[config.mk]
export PLATFORM = sky130hd
export DESIGN_NAME = min_padding_workgroup_pick_flat
export DESIGN_NICKNAME = d
export VERILOG_FILES = /design/src/mpwg_pkg.sv /design/src/mpwg_grid_if.sv /design/src/mpwg_group_if.sv /design/src/min_padding_workgroup_pick.sv /design/src/mpwg_mod_unit.sv /design/src/flat_wrapper.sv
export SDC_FILE = /design/constraint.sdc
export NUM_CORES = 1
export LEC_CHECK = 0
export ABC_AREA = 1
export ABC_CLOCK_PERIOD_IN_PS = 7300
export BUFFER_PORTS_ARGS = -buffer_cell sky130_fd_sc_hd__buf_2
export CELL_PAD_IN_SITES_DETAIL_PLACEMENT = 1
export CELL_PAD_IN_SITES_GLOBAL_PLACEMENT = 1
export CORE_UTILIZATION = 45
export DETAILED_ROUTE_END_ITERATION = 10
export GPL_TIMING_DRIVEN = 0
export PLACE_DENSITY = 0.8
export SYNTH_ARGS = -nofsm -noshare
export SYNTH_HDL_FRONTEND = slang
export SYNTH_SLANG_ARGS = --single-unit
[constraint.sdc]
create_clock -name clk -period 7.3 [get_ports clk]
set_clock_uncertainty 0.05 [all_clocks]
set_input_delay 1.095 -clock clk [delete_from_list [all_inputs] [get_ports clk]]
set_output_delay 1.095 -clock clk [all_outputs]
set_load 0.05 [all_outputs]
[src/mpwg_pkg.sv]
package mpwg_pkg;

    // Fixed field widths of the channels
    localparam int IN_W     = 16;
    localparam int OUT_XY_W = 10;
    localparam int OUT_Z_W  = 3;

    // Default sizing
    localparam int DEF_THREAD_BUDGET = 512;
    localparam int DEF_BASE_GROUP    = 128;
    localparam int DEF_GRID_BITS     = 16;

    // Number of base shapes (BASE>>k by 1<<k)
    localparam int SHAPE_COUNT = 8;

    typedef enum logic [3:0] {
        ST_IDLE,
        ST_ZMOD,
        ST_SETUP,
        ST_LIN_T,
        ST_LIN_CHK,
        ST_LIN_MOD,
        ST_PX,
        ST_PY,
        ST_MULA,
        ST_MULB,
        ST_EVAL,
        ST_SC_ROW,
        ST_SC_AREA,
        ST_SC_COL,
        ST_FINISH
    } mpwg_state_t;

endpackage

[src/mpwg_grid_if.sv]
interface mpwg_grid_if
    import mpwg_pkg::*;
();
    logic            valid;
    logic            ready;
    logic [IN_W-1:0] grid_x;
    logic [IN_W-1:0] grid_y;
    logic [IN_W-1:0] grid_z;

    modport source (output valid, grid_x, grid_y, grid_z, input ready);
    modport sink   (input valid, grid_x, grid_y, grid_z, output ready);
endinterface

[src/mpwg_group_if.sv]
interface mpwg_group_if
    import mpwg_pkg::*;
();
    logic                valid;
    logic                ready;
    logic [OUT_XY_W-1:0] group_x;
    logic [OUT_XY_W-1:0] group_y;
    logic [OUT_Z_W-1:0]  group_z;

    modport source (output valid, group_x, group_y, group_z, input ready);
    modport sink   (input valid, group_x, group_y, group_z, output ready);
endinterface

[src/min_padding_workgroup_pick.sv]
// Work-group size picker. Each transfer on grid yields one transfer on wg.
// Depth is 4, 2, 3 or 1 by divisibility of grid_z; the x*y budget is
// THREAD_BUDGET/depth. Planar mode searches the base shapes for the least
// padding penalty, then scans their multiples for the first that meets it;
// linear mode scans multiples of BASE_GROUP along x. Planar grids up to
// 16 by 8 get 16 by 8, and linear grids up to BASE_GROUP wide get
// BASE_GROUP, with no search. All remainders go through one bit-serial
// remainder unit and all products through one shared multiplier.
// grid.ready is high only while idle.
module min_padding_workgroup_pick
    import mpwg_pkg::*;
#(
    parameter int THREAD_BUDGET = DEF_THREAD_BUDGET,
    parameter int BASE_GROUP    = DEF_BASE_GROUP,
    parameter int GRID_BITS     = DEF_GRID_BITS
) (
    input  logic         clk,
    input  logic         rst_n,
    input  logic         cfg_wr_en,
    input  logic         cfg_wr_data,
    mpwg_grid_if.sink    grid,
    mpwg_group_if.source wg
);
    localparam int GW    = GRID_BITS;
    localparam int MAXS  = (THREAD_BUDGET > BASE_GROUP) ? THREAD_BUDGET : BASE_GROUP;
    localparam int SW    = $clog2(MAXS + 1);
    localparam int CW    = SW + 1;
    localparam int MBW   = (GW + 1 > CW) ? GW + 1 : CW;
    localparam int PW    = CW + MBW;
    localparam int AW    = PW + 1;
    localparam int KW    = $clog2(SHAPE_COUNT);

    mpwg_state_t state_reg, state_next;

    logic              linear_reg;
    logic              issued_reg, issued_next;
    logic              phase_reg, phase_next;
    logic [KW-1:0]     k_reg, k_next;
    logic [GW-1:0]     gx_reg, gx_next, gy_reg, gy_next, gz_reg, gz_next;
    logic [OUT_Z_W-1:0] depth_reg, depth_next;
    logic [CW-1:0]     budget_reg, budget_next;
    logic [CW-1:0]     sx_reg, sx_next, sy_reg, sy_next;
    logic [CW-1:0]     cx_reg, cx_next, cy_reg, cy_next;
    logic [CW-1:0]     cand_reg, cand_next, best_reg, best_next;
    logic [CW-1:0]     rx_reg, rx_next, ry_reg, ry_next;
    logic [SW-1:0]     px_reg, px_next, py_reg, py_next, target_reg, target_next;
    logic [AW-1:0]     acc_reg, acc_next, least_reg, least_next;
    logic              out_valid_reg, out_valid_next;
    logic [OUT_XY_W-1:0] out_x_reg, out_x_next, out_y_reg, out_y_next;
    logic [OUT_Z_W-1:0]  out_z_reg, out_z_next;

    logic          mod_start, mod_busy, mod_done;
    logic [GW-1:0] mod_dividend;
    logic [SW-1:0] mod_divisor, mod_rem, pad;
    logic [CW-1:0] mul_a;
    logic [MBW-1:0] mul_b;
    logic [PW-1:0] product;
    logic [GW+IN_W-1:0] ext_x, ext_y, ext_z;
    logic [CW+OUT_XY_W-1:0] ext_rx, ext_ry;

    function automatic logic [CW-1:0] shape_x(input logic [KW-1:0] k);
        logic [CW-1:0] v;
        v = CW'(BASE_GROUP >> k);
        return (v == '0) ? CW'(1) : v;
    endfunction

    function automatic logic [CW-1:0] shape_y(input logic [KW-1:0] k);
        return CW'(1) << k;
    endfunction

    mpwg_mod_unit #(
        .GW (GW),
        .SW (SW)
    ) u_mod (
        .clk      (clk),
        .rst_n    (rst_n),
        .start    (mod_start),
        .dividend (mod_dividend),
        .divisor  (mod_divisor),
        .busy     (mod_busy),
        .done     (mod_done),
        .rem      (mod_rem)
    );

    assign pad     = (mod_rem == '0) ? '0 : SW'(mod_divisor - mod_rem);
    assign product = PW'(mul_a) * PW'(mul_b);

    // input masking to GRID_BITS
    assign ext_x = {{GW{1'b0}}, grid.grid_x};
    assign ext_y = {{GW{1'b0}}, grid.grid_y};
    assign ext_z = {{GW{1'b0}}, grid.grid_z};
    assign ext_rx = {{OUT_XY_W{1'b0}}, rx_reg};
    assign ext_ry = {{OUT_XY_W{1'b0}}, ry_reg};

    // configuration register
    always_ff @(posedge clk or negedge rst_n)
    begin
        if (!rst_n)
            linear_reg <= 1'b0;
        else if (cfg_wr_en)
            linear_reg <= cfg_wr_data;
    end

    // control state
    always_ff @(posedge clk or negedge rst_n)
    begin
        if (!rst_n)
        begin
            state_reg     <= ST_IDLE;
            issued_reg    <= 1'b0;
            out_valid_reg <= 1'b0;
        end
        else
        begin
            state_reg     <= state_next;
            issued_reg    <= issued_next;
            out_valid_reg <= out_valid_next;
        end
    end

    // datapath
    always_ff @(posedge clk)
    begin
        phase_reg  <= phase_next;
        k_reg      <= k_next;
        gx_reg     <= gx_next;
        gy_reg     <= gy_next;
        gz_reg     <= gz_next;
        depth_reg  <= depth_next;
        budget_reg <= budget_next;
        sx_reg     <= sx_next;
        sy_reg     <= sy_next;
        cx_reg     <= cx_next;
        cy_reg     <= cy_next;
        cand_reg   <= cand_next;
        best_reg   <= best_next;
        rx_reg     <= rx_next;
        ry_reg     <= ry_next;
        px_reg     <= px_next;
        py_reg     <= py_next;
        target_reg <= target_next;
        acc_reg    <= acc_next;
        least_reg  <= least_next;
        out_x_reg  <= out_x_next;
        out_y_reg  <= out_y_next;
        out_z_reg  <= out_z_next;
    end

    // sequencer
    always_comb
    begin
        state_next     = state_reg;
        issued_next    = issued_reg;
        out_valid_next = out_valid_reg;
        phase_next     = phase_reg;
        k_next         = k_reg;
        gx_next        = gx_reg;
        gy_next        = gy_reg;
        gz_next        = gz_reg;
        depth_next     = depth_reg;
        budget_next    = budget_reg;
        sx_next        = sx_reg;
        sy_next        = sy_reg;
        cx_next        = cx_reg;
        cy_next        = cy_reg;
        cand_next      = cand_reg;
        best_next      = best_reg;
        rx_next        = rx_reg;
        ry_next        = ry_reg;
        px_next        = px_reg;
        py_next        = py_reg;
        target_next    = target_reg;
        acc_next       = acc_reg;
        least_next     = least_reg;
        out_x_next     = out_x_reg;
        out_y_next     = out_y_reg;
        out_z_next     = out_z_reg;
        mod_start      = 1'b0;
        mod_dividend   = gx_reg;
        mod_divisor    = SW'(cx_reg);
        mul_a          = CW'(px_reg);
        mul_b          = MBW'(gy_reg);
        grid.ready     = (state_reg == ST_IDLE);

        if (out_valid_reg && wg.ready)
            out_valid_next = 1'b0;

        // operand selection for the remainder unit
        case (state_reg)
            ST_ZMOD:
            begin
                mod_dividend = gz_reg;
                mod_divisor  = SW'(3);
            end
            ST_LIN_T:   mod_divisor = SW'(BASE_GROUP);
            ST_LIN_MOD: mod_divisor = SW'(cand_reg);
            ST_PY:
            begin
                mod_dividend = gy_reg;
                mod_divisor  = SW'(cy_reg);
            end
            default: ;
        endcase

        // issue once in each remainder state
        case (state_reg)
            ST_ZMOD, ST_LIN_T, ST_LIN_MOD, ST_PX, ST_PY:
            begin
                if (!issued_reg)
                begin
                    mod_start   = 1'b1;
                    issued_next = 1'b1;
                end
                else if (mod_done)
                    issued_next = 1'b0;
            end
            default: ;
        endcase

        case (state_reg)
            ST_IDLE:
            begin
                if (grid.valid)
                begin
                    gx_next    = ext_x[GW-1:0];
                    gy_next    = ext_y[GW-1:0];
                    gz_next    = ext_z[GW-1:0];
                    state_next = ST_ZMOD;
                end
            end
            ST_ZMOD:
            begin
                if (issued_reg && mod_done)
                begin
                    if (gz_reg[1:0] == 2'b00)
                        depth_next = OUT_Z_W'(4);
                    else if (gz_reg[0] == 1'b0)
                        depth_next = OUT_Z_W'(2);
                    else if (mod_rem == '0)
                        depth_next = OUT_Z_W'(3);
                    else
                        depth_next = OUT_Z_W'(1);
                    state_next = ST_SETUP;
                end
            end
            ST_SETUP:
            begin
                case (depth_reg)
                    OUT_Z_W'(4): budget_next = CW'(THREAD_BUDGET / 4);
                    OUT_Z_W'(2): budget_next = CW'(THREAD_BUDGET / 2);
                    OUT_Z_W'(3): budget_next = CW'(THREAD_BUDGET / 3);
                    default:     budget_next = CW'(THREAD_BUDGET);
                endcase
                if (linear_reg)
                begin
                    ry_next = CW'(1);
                    if (32'(gx_reg) <= 32'(BASE_GROUP))
                    begin
                        rx_next    = CW'(BASE_GROUP);
                        state_next = ST_FINISH;
                    end
                    else
                        state_next = ST_LIN_T;
                end
                else if (32'(gx_reg) <= 32'd16 && 32'(gy_reg) <= 32'd8)
                begin
                    rx_next    = CW'(16);
                    ry_next    = CW'(8);
                    state_next = ST_FINISH;
                end
                else
                begin
                    phase_next = 1'b0;
                    k_next     = '0;
                    least_next = '1;
                    cx_next    = shape_x(KW'(0));
                    cy_next    = shape_y(KW'(0));
                    state_next = ST_PX;
                end
            end
            ST_LIN_T:
            begin
                if (issued_reg && mod_done)
                begin
                    target_next = pad;
                    cand_next   = CW'(2 * BASE_GROUP);
                    best_next   = CW'(BASE_GROUP);
                    state_next  = ST_LIN_CHK;
                end
            end
            ST_LIN_CHK:
            begin
                if (cand_reg <= budget_reg)
                    state_next = ST_LIN_MOD;
                else
                begin
                    rx_next    = best_reg;
                    state_next = ST_FINISH;
                end
            end
            ST_LIN_MOD:
            begin
                if (issued_reg && mod_done)
                begin
                    if (pad == target_reg)
                        best_next = cand_reg;
                    cand_next  = cand_reg + CW'(BASE_GROUP);
                    state_next = ST_LIN_CHK;
                end
            end
            ST_PX:
            begin
                if (issued_reg && mod_done)
                begin
                    px_next    = pad;
                    state_next = ST_PY;
                end
            end
            ST_PY:
            begin
                if (issued_reg && mod_done)
                begin
                    py_next    = pad;
                    state_next = ST_MULA;
                end
            end
            // penalty = px*gy + py*(gx+px)
            ST_MULA:
            begin
                acc_next   = AW'(product);
                state_next = ST_MULB;
            end
            ST_MULB:
            begin
                mul_a      = CW'(py_reg);
                mul_b      = MBW'(gx_reg) + MBW'(px_reg);
                acc_next   = acc_reg + AW'(product);
                state_next = ST_EVAL;
            end
            ST_EVAL:
            begin
                if (!phase_reg)
                begin
                    if (acc_reg < least_reg)
                        least_next = acc_reg;
                    if (k_reg == KW'(SHAPE_COUNT - 1))
                    begin
                        phase_next = 1'b1;
                        k_next     = '0;
                        sx_next    = shape_x(KW'(0));
                        sy_next    = shape_y(KW'(0));
                        cx_next    = shape_x(KW'(0));
                        cy_next    = shape_y(KW'(0));
                        state_next = ST_SC_ROW;
                    end
                    else
                    begin
                        k_next     = k_reg + KW'(1);
                        cx_next    = shape_x(k_reg + KW'(1));
                        cy_next    = shape_y(k_reg + KW'(1));
                        state_next = ST_PX;
                    end
                end
                else if (acc_reg == least_reg)
                begin
                    rx_next    = cx_reg;
                    ry_next    = cy_reg;
                    state_next = ST_FINISH;
                end
                else
                begin
                    cx_next    = cx_reg + sx_reg;
                    state_next = ST_SC_AREA;
                end
            end
            ST_SC_ROW:
            begin
                if (cy_reg <= budget_reg)
                    state_next = ST_SC_AREA;
                else if (k_reg == KW'(SHAPE_COUNT - 1))
                begin
                    rx_next    = '0;
                    ry_next    = '0;
                    state_next = ST_FINISH;
                end
                else
                begin
                    k_next  = k_reg + KW'(1);
                    sx_next = shape_x(k_reg + KW'(1));
                    sy_next = shape_y(k_reg + KW'(1));
                    cx_next = shape_x(k_reg + KW'(1));
                    cy_next = shape_y(k_reg + KW'(1));
                end
            end
            ST_SC_AREA:
            begin
                mul_a      = cx_reg;
                mul_b      = MBW'(cy_reg);
                acc_next   = AW'(product);
                state_next = ST_SC_COL;
            end
            ST_SC_COL:
            begin
                if (cx_reg <= budget_reg && acc_reg <= AW'(budget_reg))
                    state_next = ST_PX;
                else
                begin
                    cy_next    = cy_reg + sy_reg;
                    cx_next    = sx_reg;
                    state_next = ST_SC_ROW;
                end
            end
            ST_FINISH:
            begin
                if (!out_valid_reg || wg.ready)
                begin
                    out_valid_next = 1'b1;
                    out_x_next     = ext_rx[OUT_XY_W-1:0];
                    out_y_next     = ext_ry[OUT_XY_W-1:0];
                    out_z_next     = depth_reg;
                    state_next     = ST_IDLE;
                end
            end
            default: state_next = ST_IDLE;
        endcase
    end

    assign wg.valid   = out_valid_reg;
    assign wg.group_x = out_x_reg;
    assign wg.group_y = out_y_reg;
    assign wg.group_z = out_z_reg;

    // remainder unit is quiet whenever the sequencer is idle
    a_idle_mod_quiet: assert property (@(posedge clk) disable iff (!rst_n)
        state_reg == ST_IDLE |-> !mod_busy)
        else $error("remainder unit busy while idle");

    // a finished remainder always belongs to an issued request
    a_done_issued: assert property (@(posedge clk) disable iff (!rst_n)
        mod_done |-> issued_reg)
        else $error("remainder done without request");

    a_depth_legal: assert property (@(posedge clk) disable iff (!rst_n)
        out_valid_reg |-> (out_z_reg == OUT_Z_W'(1) || out_z_reg == OUT_Z_W'(2) ||
                           out_z_reg == OUT_Z_W'(3) || out_z_reg == OUT_Z_W'(4)))
        else $error("illegal group depth");

    a_linear_height: assert property (@(posedge clk) disable iff (!rst_n)
        out_valid_reg && linear_reg |-> out_y_reg == OUT_XY_W'(1))
        else $error("linear result with height other than one");
endmodule

[src/mpwg_mod_unit.sv]
// Restoring remainder unit: one dividend bit per cycle.
module mpwg_mod_unit
    import mpwg_pkg::*;
#(
    parameter int GW = DEF_GRID_BITS,
    parameter int SW = 10
) (
    input  logic          clk,
    input  logic          rst_n,
    input  logic          start,
    input  logic [GW-1:0] dividend,
    input  logic [SW-1:0] divisor,
    output logic          busy,
    output logic          done,
    output logic [SW-1:0] rem
);
    localparam int CNT_W = (GW > 1) ? $clog2(GW) : 1;

    logic             busy_reg, busy_next;
    logic             done_reg, done_next;
    logic [CNT_W-1:0] cnt_reg, cnt_next;
    logic [GW-1:0]    q_reg, q_next;
    logic [SW-1:0]    d_reg, d_next;
    logic [SW-1:0]    r_reg, r_next;
    logic [SW:0]      trial;

    always_ff @(posedge clk or negedge rst_n)
    begin
        if (!rst_n)
        begin
            busy_reg <= 1'b0;
            done_reg <= 1'b0;
            cnt_reg  <= '0;
        end
        else
        begin
            busy_reg <= busy_next;
            done_reg <= done_next;
            cnt_reg  <= cnt_next;
        end
    end

    always_ff @(posedge clk)
    begin
        q_reg <= q_next;
        d_reg <= d_next;
        r_reg <= r_next;
    end

    // shift in next dividend bit, subtract when it fits
    always_comb
    begin
        busy_next = busy_reg;
        done_next = 1'b0;
        cnt_next  = cnt_reg;
        q_next    = q_reg;
        d_next    = d_reg;
        r_next    = r_reg;
        trial     = {r_reg, q_reg[GW-1]};
        if (!busy_reg)
        begin
            if (start)
            begin
                busy_next = 1'b1;
                cnt_next  = '0;
                q_next    = dividend;
                d_next    = divisor;
                r_next    = '0;
            end
        end
        else
        begin
            q_next = q_reg << 1;
            if (trial >= {1'b0, d_reg})
                r_next = SW'(trial - {1'b0, d_reg});
            else
                r_next = trial[SW-1:0];
            cnt_next = cnt_reg + CNT_W'(1);
            if (cnt_reg == CNT_W'(GW - 1))
            begin
                busy_next = 1'b0;
                done_next = 1'b1;
            end
        end
    end

    assign busy = busy_reg;
    assign done = done_reg;
    assign rem  = r_reg;
endmodule

[src/flat_wrapper.sv]
// flat-port wrapper written by rule: the top's interface ports become plain ports
module min_padding_workgroup_pick_flat import mpwg_pkg::*;
#(
    parameter int THREAD_BUDGET = DEF_THREAD_BUDGET,
    parameter int BASE_GROUP    = DEF_BASE_GROUP,
    parameter int GRID_BITS     = DEF_GRID_BITS
)
  (clk, rst_n, cfg_wr_en, cfg_wr_data, grid_valid, grid_grid_x, grid_grid_y, grid_grid_z, grid_ready, wg_valid, wg_group_x, wg_group_y, wg_group_z, wg_ready);
  mpwg_grid_if grid_i ();
  mpwg_group_if wg_i ();
  input  logic clk;
  input  logic rst_n;
  input  logic cfg_wr_en;
  input  logic cfg_wr_data;
  input wire logic [$bits(grid_i.valid)-1:0] grid_valid;
  input wire logic [$bits(grid_i.grid_x)-1:0] grid_grid_x;
  input wire logic [$bits(grid_i.grid_y)-1:0] grid_grid_y;
  input wire logic [$bits(grid_i.grid_z)-1:0] grid_grid_z;
  output wire logic [$bits(grid_i.ready)-1:0] grid_ready;
  output wire logic [$bits(wg_i.valid)-1:0] wg_valid;
  output wire logic [$bits(wg_i.group_x)-1:0] wg_group_x;
  output wire logic [$bits(wg_i.group_y)-1:0] wg_group_y;
  output wire logic [$bits(wg_i.group_z)-1:0] wg_group_z;
  input wire logic [$bits(wg_i.ready)-1:0] wg_ready;
  assign grid_i.valid = grid_valid;
  assign grid_i.grid_x = grid_grid_x;
  assign grid_i.grid_y = grid_grid_y;
  assign grid_i.grid_z = grid_grid_z;
  assign grid_ready = grid_i.ready;
  assign wg_valid = wg_i.valid;
  assign wg_group_x = wg_i.group_x;
  assign wg_group_y = wg_i.group_y;
  assign wg_group_z = wg_i.group_z;
  assign wg_i.ready = wg_ready;
  min_padding_workgroup_pick #(.THREAD_BUDGET(THREAD_BUDGET), .BASE_GROUP(BASE_GROUP), .GRID_BITS(GRID_BITS)) u_core (.clk(clk), .rst_n(rst_n), .cfg_wr_en(cfg_wr_en), .cfg_wr_data(cfg_wr_data), .grid(grid_i), .wg(wg_i));
endmodule
# After elaboration in Yosys (flattened, before gate mapping)

Cells that the tools add are included.

$add $sub $neg: 9
Shifts and indexed selects: 2
Mux-type cells: 107
$mul: 1
Reductions and logical operators: 40
Bitwise gates (word level): 2
Equality and inequality tests: 46
Order comparisons: 9

Operators by type and width:

| cell                                                            | number |
|---|---|
| 11-bit two-way mux                                              | 22 |
| 10-bit two-way mux                                              | 19 |
| 29-bit two-way mux                                              | 4 |
| 29-bit one-hot mux with 2 select lines                          | 2 |
| 11-bit one-hot mux with 2 select lines                          | 4 |
| 11-bit one-hot mux with 4 select lines                          | 2 |
| 10-bit one-hot mux with 4 select lines                          | 2 |
| 4-bit two-way mux                                               | 17 |
| 10-bit one-hot mux with 3 select lines                          | 2 |
| 4-bit one-hot mux with 14 select lines                          | 1 |
| 17-bit one-hot mux with 2 select lines                          | 1 |
| 11-bit <= comparator                                            | 3 |
| 4-bit == test, second input constant                            | 8 |
| 16-bit two-way mux                                              | 2 |
| 16-bit one-hot mux with 2 select lines                          | 1 |
| 29-bit by 28-bit adder with 29-bit output                       | 1 |
| 29-bit == test                                                  | 1 |
| 29-bit by 11-bit <= comparator with 1-bit output                | 1 |
| 29-bit less-than comparator                                     | 1 |
| 11-bit by 17-bit multiplier with 28-bit output                  | 1 |
| 2-bit by 1-bit != test with 1-bit output, second input constant | 13 |
| 11-bit adder                                                    | 2 |
| 3-bit two-way mux                                               | 7 |
| 7-bit AND reduction                                             | 3 |
| other kinds (44)                                                | 96 |

Input port bits: 54
Register bits: 311
Logic and storage cells: 251
Output and inout bits: 25

# Logic depth before layout (Yosys ltp)

Depth in word-level cells: 8
Depth in mapped cells: 44
Mapped depth without buffers: 43

# Modules after synthesis

From an unflattened synthesis, not the netlist that was laid out.

Cells, all modules: 2802
Area, all modules: 23786.6 um2

Modules (own cells, without submodules):

| module                     | area each (um2) | cells each | times used |
|---|---|---|---|
| min_padding_workgroup_pick | 21449.3         | 2549       | 1 |
| mpwg_mod_unit              | 2337.2          | 253        | 1 |

# Least setup slack after synthesis

OpenSTA, ideal clock, no wires.

Path type: reg-to-reg
Start point: reg u_core.px_reg[0]
End point: reg u_core.acc_reg[21] (data pin)
Path buffers: 0
Path slack: -0.103 ns
Required time: 6.997 ns
Arrival: 7.100 ns
Stages on the path, launching flop included: 42
Cell sequence: edfxtp_1 ha_1 inv_1 fa_1 inv_1 nand3_1 nand3_1 nand2_1 inv_1 nor2_1 o21ai_1 nand3_2 o21ai_4 inv_2 nand2_1 fa_1 fa_1 inv_1 [... 6 more ...] a21oi_1 inv_1 a21oi_1 o21ai_0 a31oi_1 o21ai_0 or2_2 and2_1 ha_1 inv_1 o21ai_0 a31oi_1 inv_1 a21oi_1 nand3_1 or2_2 nand3_1 nand2_1

Word-level cells in the longest chain between the ends: 5
Elaborated cells on any way between the ends: 6
Classes of those cells: 2 x add/sub; 1 x mul; 3 x mux

RTL lines:

| what                                               | line                              | source |
|---|---|---|
| from (decl)                                        | min_padding_workgroup_pick.sv:46  | `logic [SW-1:0] px_reg, px_next, py_reg, py_next, target_reg, target_next;` |
| from (signal assigned)                             | min_padding_workgroup_pick.sv:139 | `px_reg <= px_next;` |
| 16-bit by 10-bit adder with 17-bit output          | min_padding_workgroup_pick.sv:336 | `mul_b = MBW'(gx_reg) + MBW'(px_reg);` |
| 17-bit one-hot mux with 2 select lines             | min_padding_workgroup_pick.sv:220 | `case (state_reg)` |
| 11-bit by 17-bit multiplier with 28-bit output (*) | min_padding_workgroup_pick.sv:86  | `assign product = PW'(mul_a) * PW'(mul_b);` |
| 29-bit by 28-bit adder with 29-bit output          | min_padding_workgroup_pick.sv:337 | `acc_next = acc_reg + AW'(product);` |
| 29-bit one-hot mux with 2 select lines (*)         | min_padding_workgroup_pick.sv:220 |  |
| named net u_core.acc_next[21]                      | min_padding_workgroup_pick.sv:47  | `logic [AW-1:0] acc_reg, acc_next, least_reg, least_next;` |
| to (signal assigned)                               | min_padding_workgroup_pick.sv:142 | `acc_reg <= acc_next;` |
| to (decl)                                          | min_padding_workgroup_pick.sv:47  |  |

The timed path passes the listed nets; every way through them passes the cells marked *.
A chain may end at the register's enable or synchronous reset.

# Worst setup path after layout

Start point: reg u_core.gx_reg[0]
End point: reg u_core.acc_reg[21] (data pin)

Word-level cells in the longest chain between the ends: 5

RTL lines:

| what                                               | line                              | source |
|---|---|---|
| from (decl)                                        | min_padding_workgroup_pick.sv:39  | `logic [GW-1:0] gx_reg, gx_next, gy_reg, gy_next, gz_reg, gz_next;` |
| from (signal assigned)                             | min_padding_workgroup_pick.sv:126 | `gx_reg <= gx_next;` |
| 16-bit by 10-bit adder with 17-bit output (*)      | min_padding_workgroup_pick.sv:336 |  |
| 17-bit one-hot mux with 2 select lines (*)         | min_padding_workgroup_pick.sv:220 |  |
| 11-bit by 17-bit multiplier with 28-bit output (*) | min_padding_workgroup_pick.sv:86  |  |
| 29-bit by 28-bit adder with 29-bit output          | min_padding_workgroup_pick.sv:337 |  |
| 29-bit one-hot mux with 2 select lines (*)         | min_padding_workgroup_pick.sv:220 |  |
| named net u_core.acc_next[21]                      | min_padding_workgroup_pick.sv:47  |  |

Marked as above.

==> flow_summary_export.csv <==
group,metric,value,unit
clock_network,cts_sinks,282,
worst_setup_path,arrival,8.39,ns
synthesis,yosys.area_share.simple,20.2,%
clock_network,cts_buffers,35,
synthesis,synth_top_area_share,34.1,%
floorplanning,die_width,231,microns
placement,dp_slack,-1.34,ns
worst_setup_path,cp-start-kind,"flop",
global_route,grt_overflow_total,0,
routing,antenna_left,0,
sta,hold_viol_final,0,
worst_setup_path,path_class,"flop to flop",
floorplanning,fp.dieArea,0.0534,sq mm
global_route,grt_util_all_layers,31.7,%
worst_hold_path,hold_class,"flop to flop",
synthesis,synth_top_family_by_area,"adder cells",
synthesis,yosysMostFrequentCell,"nand2_1",
flow_run,drv_cap,0,
worst_setup_path,cp-end-kind,"flop",
floorplanning,row_count,83,
synthesis,netlist_top_cells_area,"edfxtp_1 34%, fa_1 12%, ha_1 11%",
floorplanning,io-pin-count,79,
global_route,grt_pass1_vias,23100,
synthesis,post_synth_fa_ha_maj_area_fraction,22.6,%
worst_setup_path,required,7.55,ns
sta,setup_ws,-0.840,ns
worst_setup_path,slowest_stage,"fa_1",
global_route,grt_pass1_wl,130,mm
sta,max_clock_freq,0.123,GHz
floorplanning,start_util,45.7,%
clock_network,htreeDepth,2,
clock_network,ctsHoldBuffers,0,
status,outcome,"finished, violations left",
synthesis,synth_top_cell_by_area,"edfxtp_1",
global_route,antenna_found_initial,0,
placement,io_buffers,78,
placement,gp_congestion,0.930,
routing,vias,21600,
sta,setup_viol,18,
global_route,grt_max_degree,30,
routing,route.detailed.drc,0,
worst_setup_path,slowest_delay,0.54,ns
sta,rsz0062_at_grt,"true",
cells_and_area,n_fill_cell,5909,
synthesis,synthArstFlopShare,4.61,%
clock_network,clk_pin_slew,0.06,ns
routing,via_per_inst,5.85,
worst_setup_path,crit_start,"u_core.gx_reg[0]",
clock_network,cts_tree,"yes",
cells_and_area,syn_to_final_growth,23.7,%
sta,finalCriticalPeriod,8.14,ns
floorplanning,core,0.0516,sq mm
synthesis,synth_edf_count,268,
synthesis,synthMuxAreaShare,0,%
placement,dpl.hpwl,62.5,mm
routing,avgRoutedWirePerCell,24.1,microns
synthesis,syn_area,0.0236,sq mm
status,violations,"setup timing",
sta,slew_viol_final,0,
synthesis,yosysWarnings,0,
synthesis,avgSynthCellArea,8.63,sq um
synthesis,ys_top_cells_by_count,"513 x nand2_1, 462 x inv_1, 311 x nor2_1",
clock_network,cts_buffer_depth,3,
routing,wirelength,88.9,mm
synthesis,ys_ff_latch,282,
synthesis,synthCells,2735,
worst_setup_path,path_max_fanout,8,
synthesis,ys_seq_area_share,35.5,%
synthesis,synth_top_flop_cell,"edfxtp_1",
synthesis,synthXorXnorAreaFrac,1.67,%
worst_hold_path,hold_path_startpoint,"u_core.ry_reg[6]",
sta,fin_crit_sh,112,%
floorplanning,dieHeight,231,microns
routing,drt_iter0_markers,1520,
sta,maxSlewHeadroom,17.6,%
cells_and_area,drive_gt1_share,25.1,%
worst_setup_path,reg2reg_from,"u_core.gx_reg[0]",
cells_and_area,fin_nets,3383,
sta,tightest_slew,1.23,ns
routing,drt-pass1-iter-count,5,
clock_network,clock_latency,0.56,ns
synthesis,synth_cell_type_count,63,
synthesis,synth_compound_area_share,11.0,%
clock_network,root_buffer,"clkbuf_16",
[worst paths after layout]
| check | to | slack [ns] | cells after the start |
|---|---|---|---|
| worst max-delay path | u_core.acc_reg[21] | -0.84 | 38 |
| worst min-delay path | u_core.wg.group_y[6] | 0.38 | 0 |
| worst max register to register | u_core.acc_reg[21] | -0.84 | 38 |
| worst min register to register | u_core.wg.group_y[6] | 0.38 | 0 |
| max in group asynchronous | u_core.u_mod.cnt_reg[3] | 6.51 | 1 |
| min in group asynchronous | u_core.state_reg[0] | 0.40 | 1 |
[timing repair]
| action | CTS | global route |
|---|---|---|
| resized for setup | 350 | 150 |
| hold endpoints to repair | 0 | 0 |
| pin swaps | 164 | 70 |
| setup endpoints to repair | 19 | 21 |
| setup buffers | 95 | 35 |
[area by class of cell]
| class | count | area, sq um | share of cell area [%] |
|---|---|---|---|
| Buffer | 41 | 279 | 0.956 |
| Tap cell | 680 | 851 | 2.91 |
| Antenna cell | 2 | 5.00 | 0.0171 |
| Multi-Input combinational cell | 1918 | 15100 | 51.6 |
| Clock buffer | 48 | 965 | 3.30 |
| Clock inverter | 13 | 155 | 0.531 |
| Inverter | 498 | 1900 | 6.51 |
| Sequential cell | 282 | 8390 | 28.7 |
| Timing Repair Buffer | 211 | 1570 | 5.37 |
[cells by family after synthesis]
family,Yosys count
fa+ha+maj,342
compound gates,421
buf+inv,539
xor+xnor,45
flops,282
other cells,2
simple gates,1104
[worst max-delay path, delay by kind of cell, from the launching register on]
kind / cells / cell delay (ns)
buffers and inverters: 8 / 0.74
AOI/OAI and AO/OA: 10 / 1.50
DFF: 1 / 0.49
adders and majority gates: 9 / 3.54
and+or+nand+nor: 11 / 1.58
[stage by stage]
stage	util (%)	TNS, ns	instance area (sq um)	hold slack (ns)	instances
2_1_floorplan	-	0	23700	0.350	2739
3_3_place_gp	48.3	-14.75	24900	0.357	3497
3_5_place_dp	48.4	-17.93	25000	0.356	3502
4_1_cts	54.9	-2.76	28300	0.377	3657
5_1_grt	56.6	-15.27	29200	0.376	3691
6_report	56.6	-10.31	29200	0.376	3693
[layout by cell type (no fill, tap or decap), types with 29 or more instances in the layout]
cell	netlist	final
nor2_1	311	276
o21ai_0	104	71
nand2_1	513	451
o21ai_2	6	29
ha_4	0	39
nand2_2	7	45
buf_2	12	90
fa_1	140	129
nand3_1	119	108
inv_1	462	413
buf_4	9	113
a21oi_2	12	49
a21oi_1	138	83
inv_2	33	74
ha_1	202	160
clkbuf_16	0	35
o21ai_1	31	36
edfxtp_1	268	268
nand4_1	43	43
nor2_2	7	29
[per-layer routing]
metal	track usage (%)	part of all wire, %
met1	38.9	39
met2	55.1	49
met3	5.03	6.8
met4	13.2	5.8
met5	0	0
Power is not shown: default switching activity piles up to over one toggle a cycle in this logic, so the estimate is an artifact.
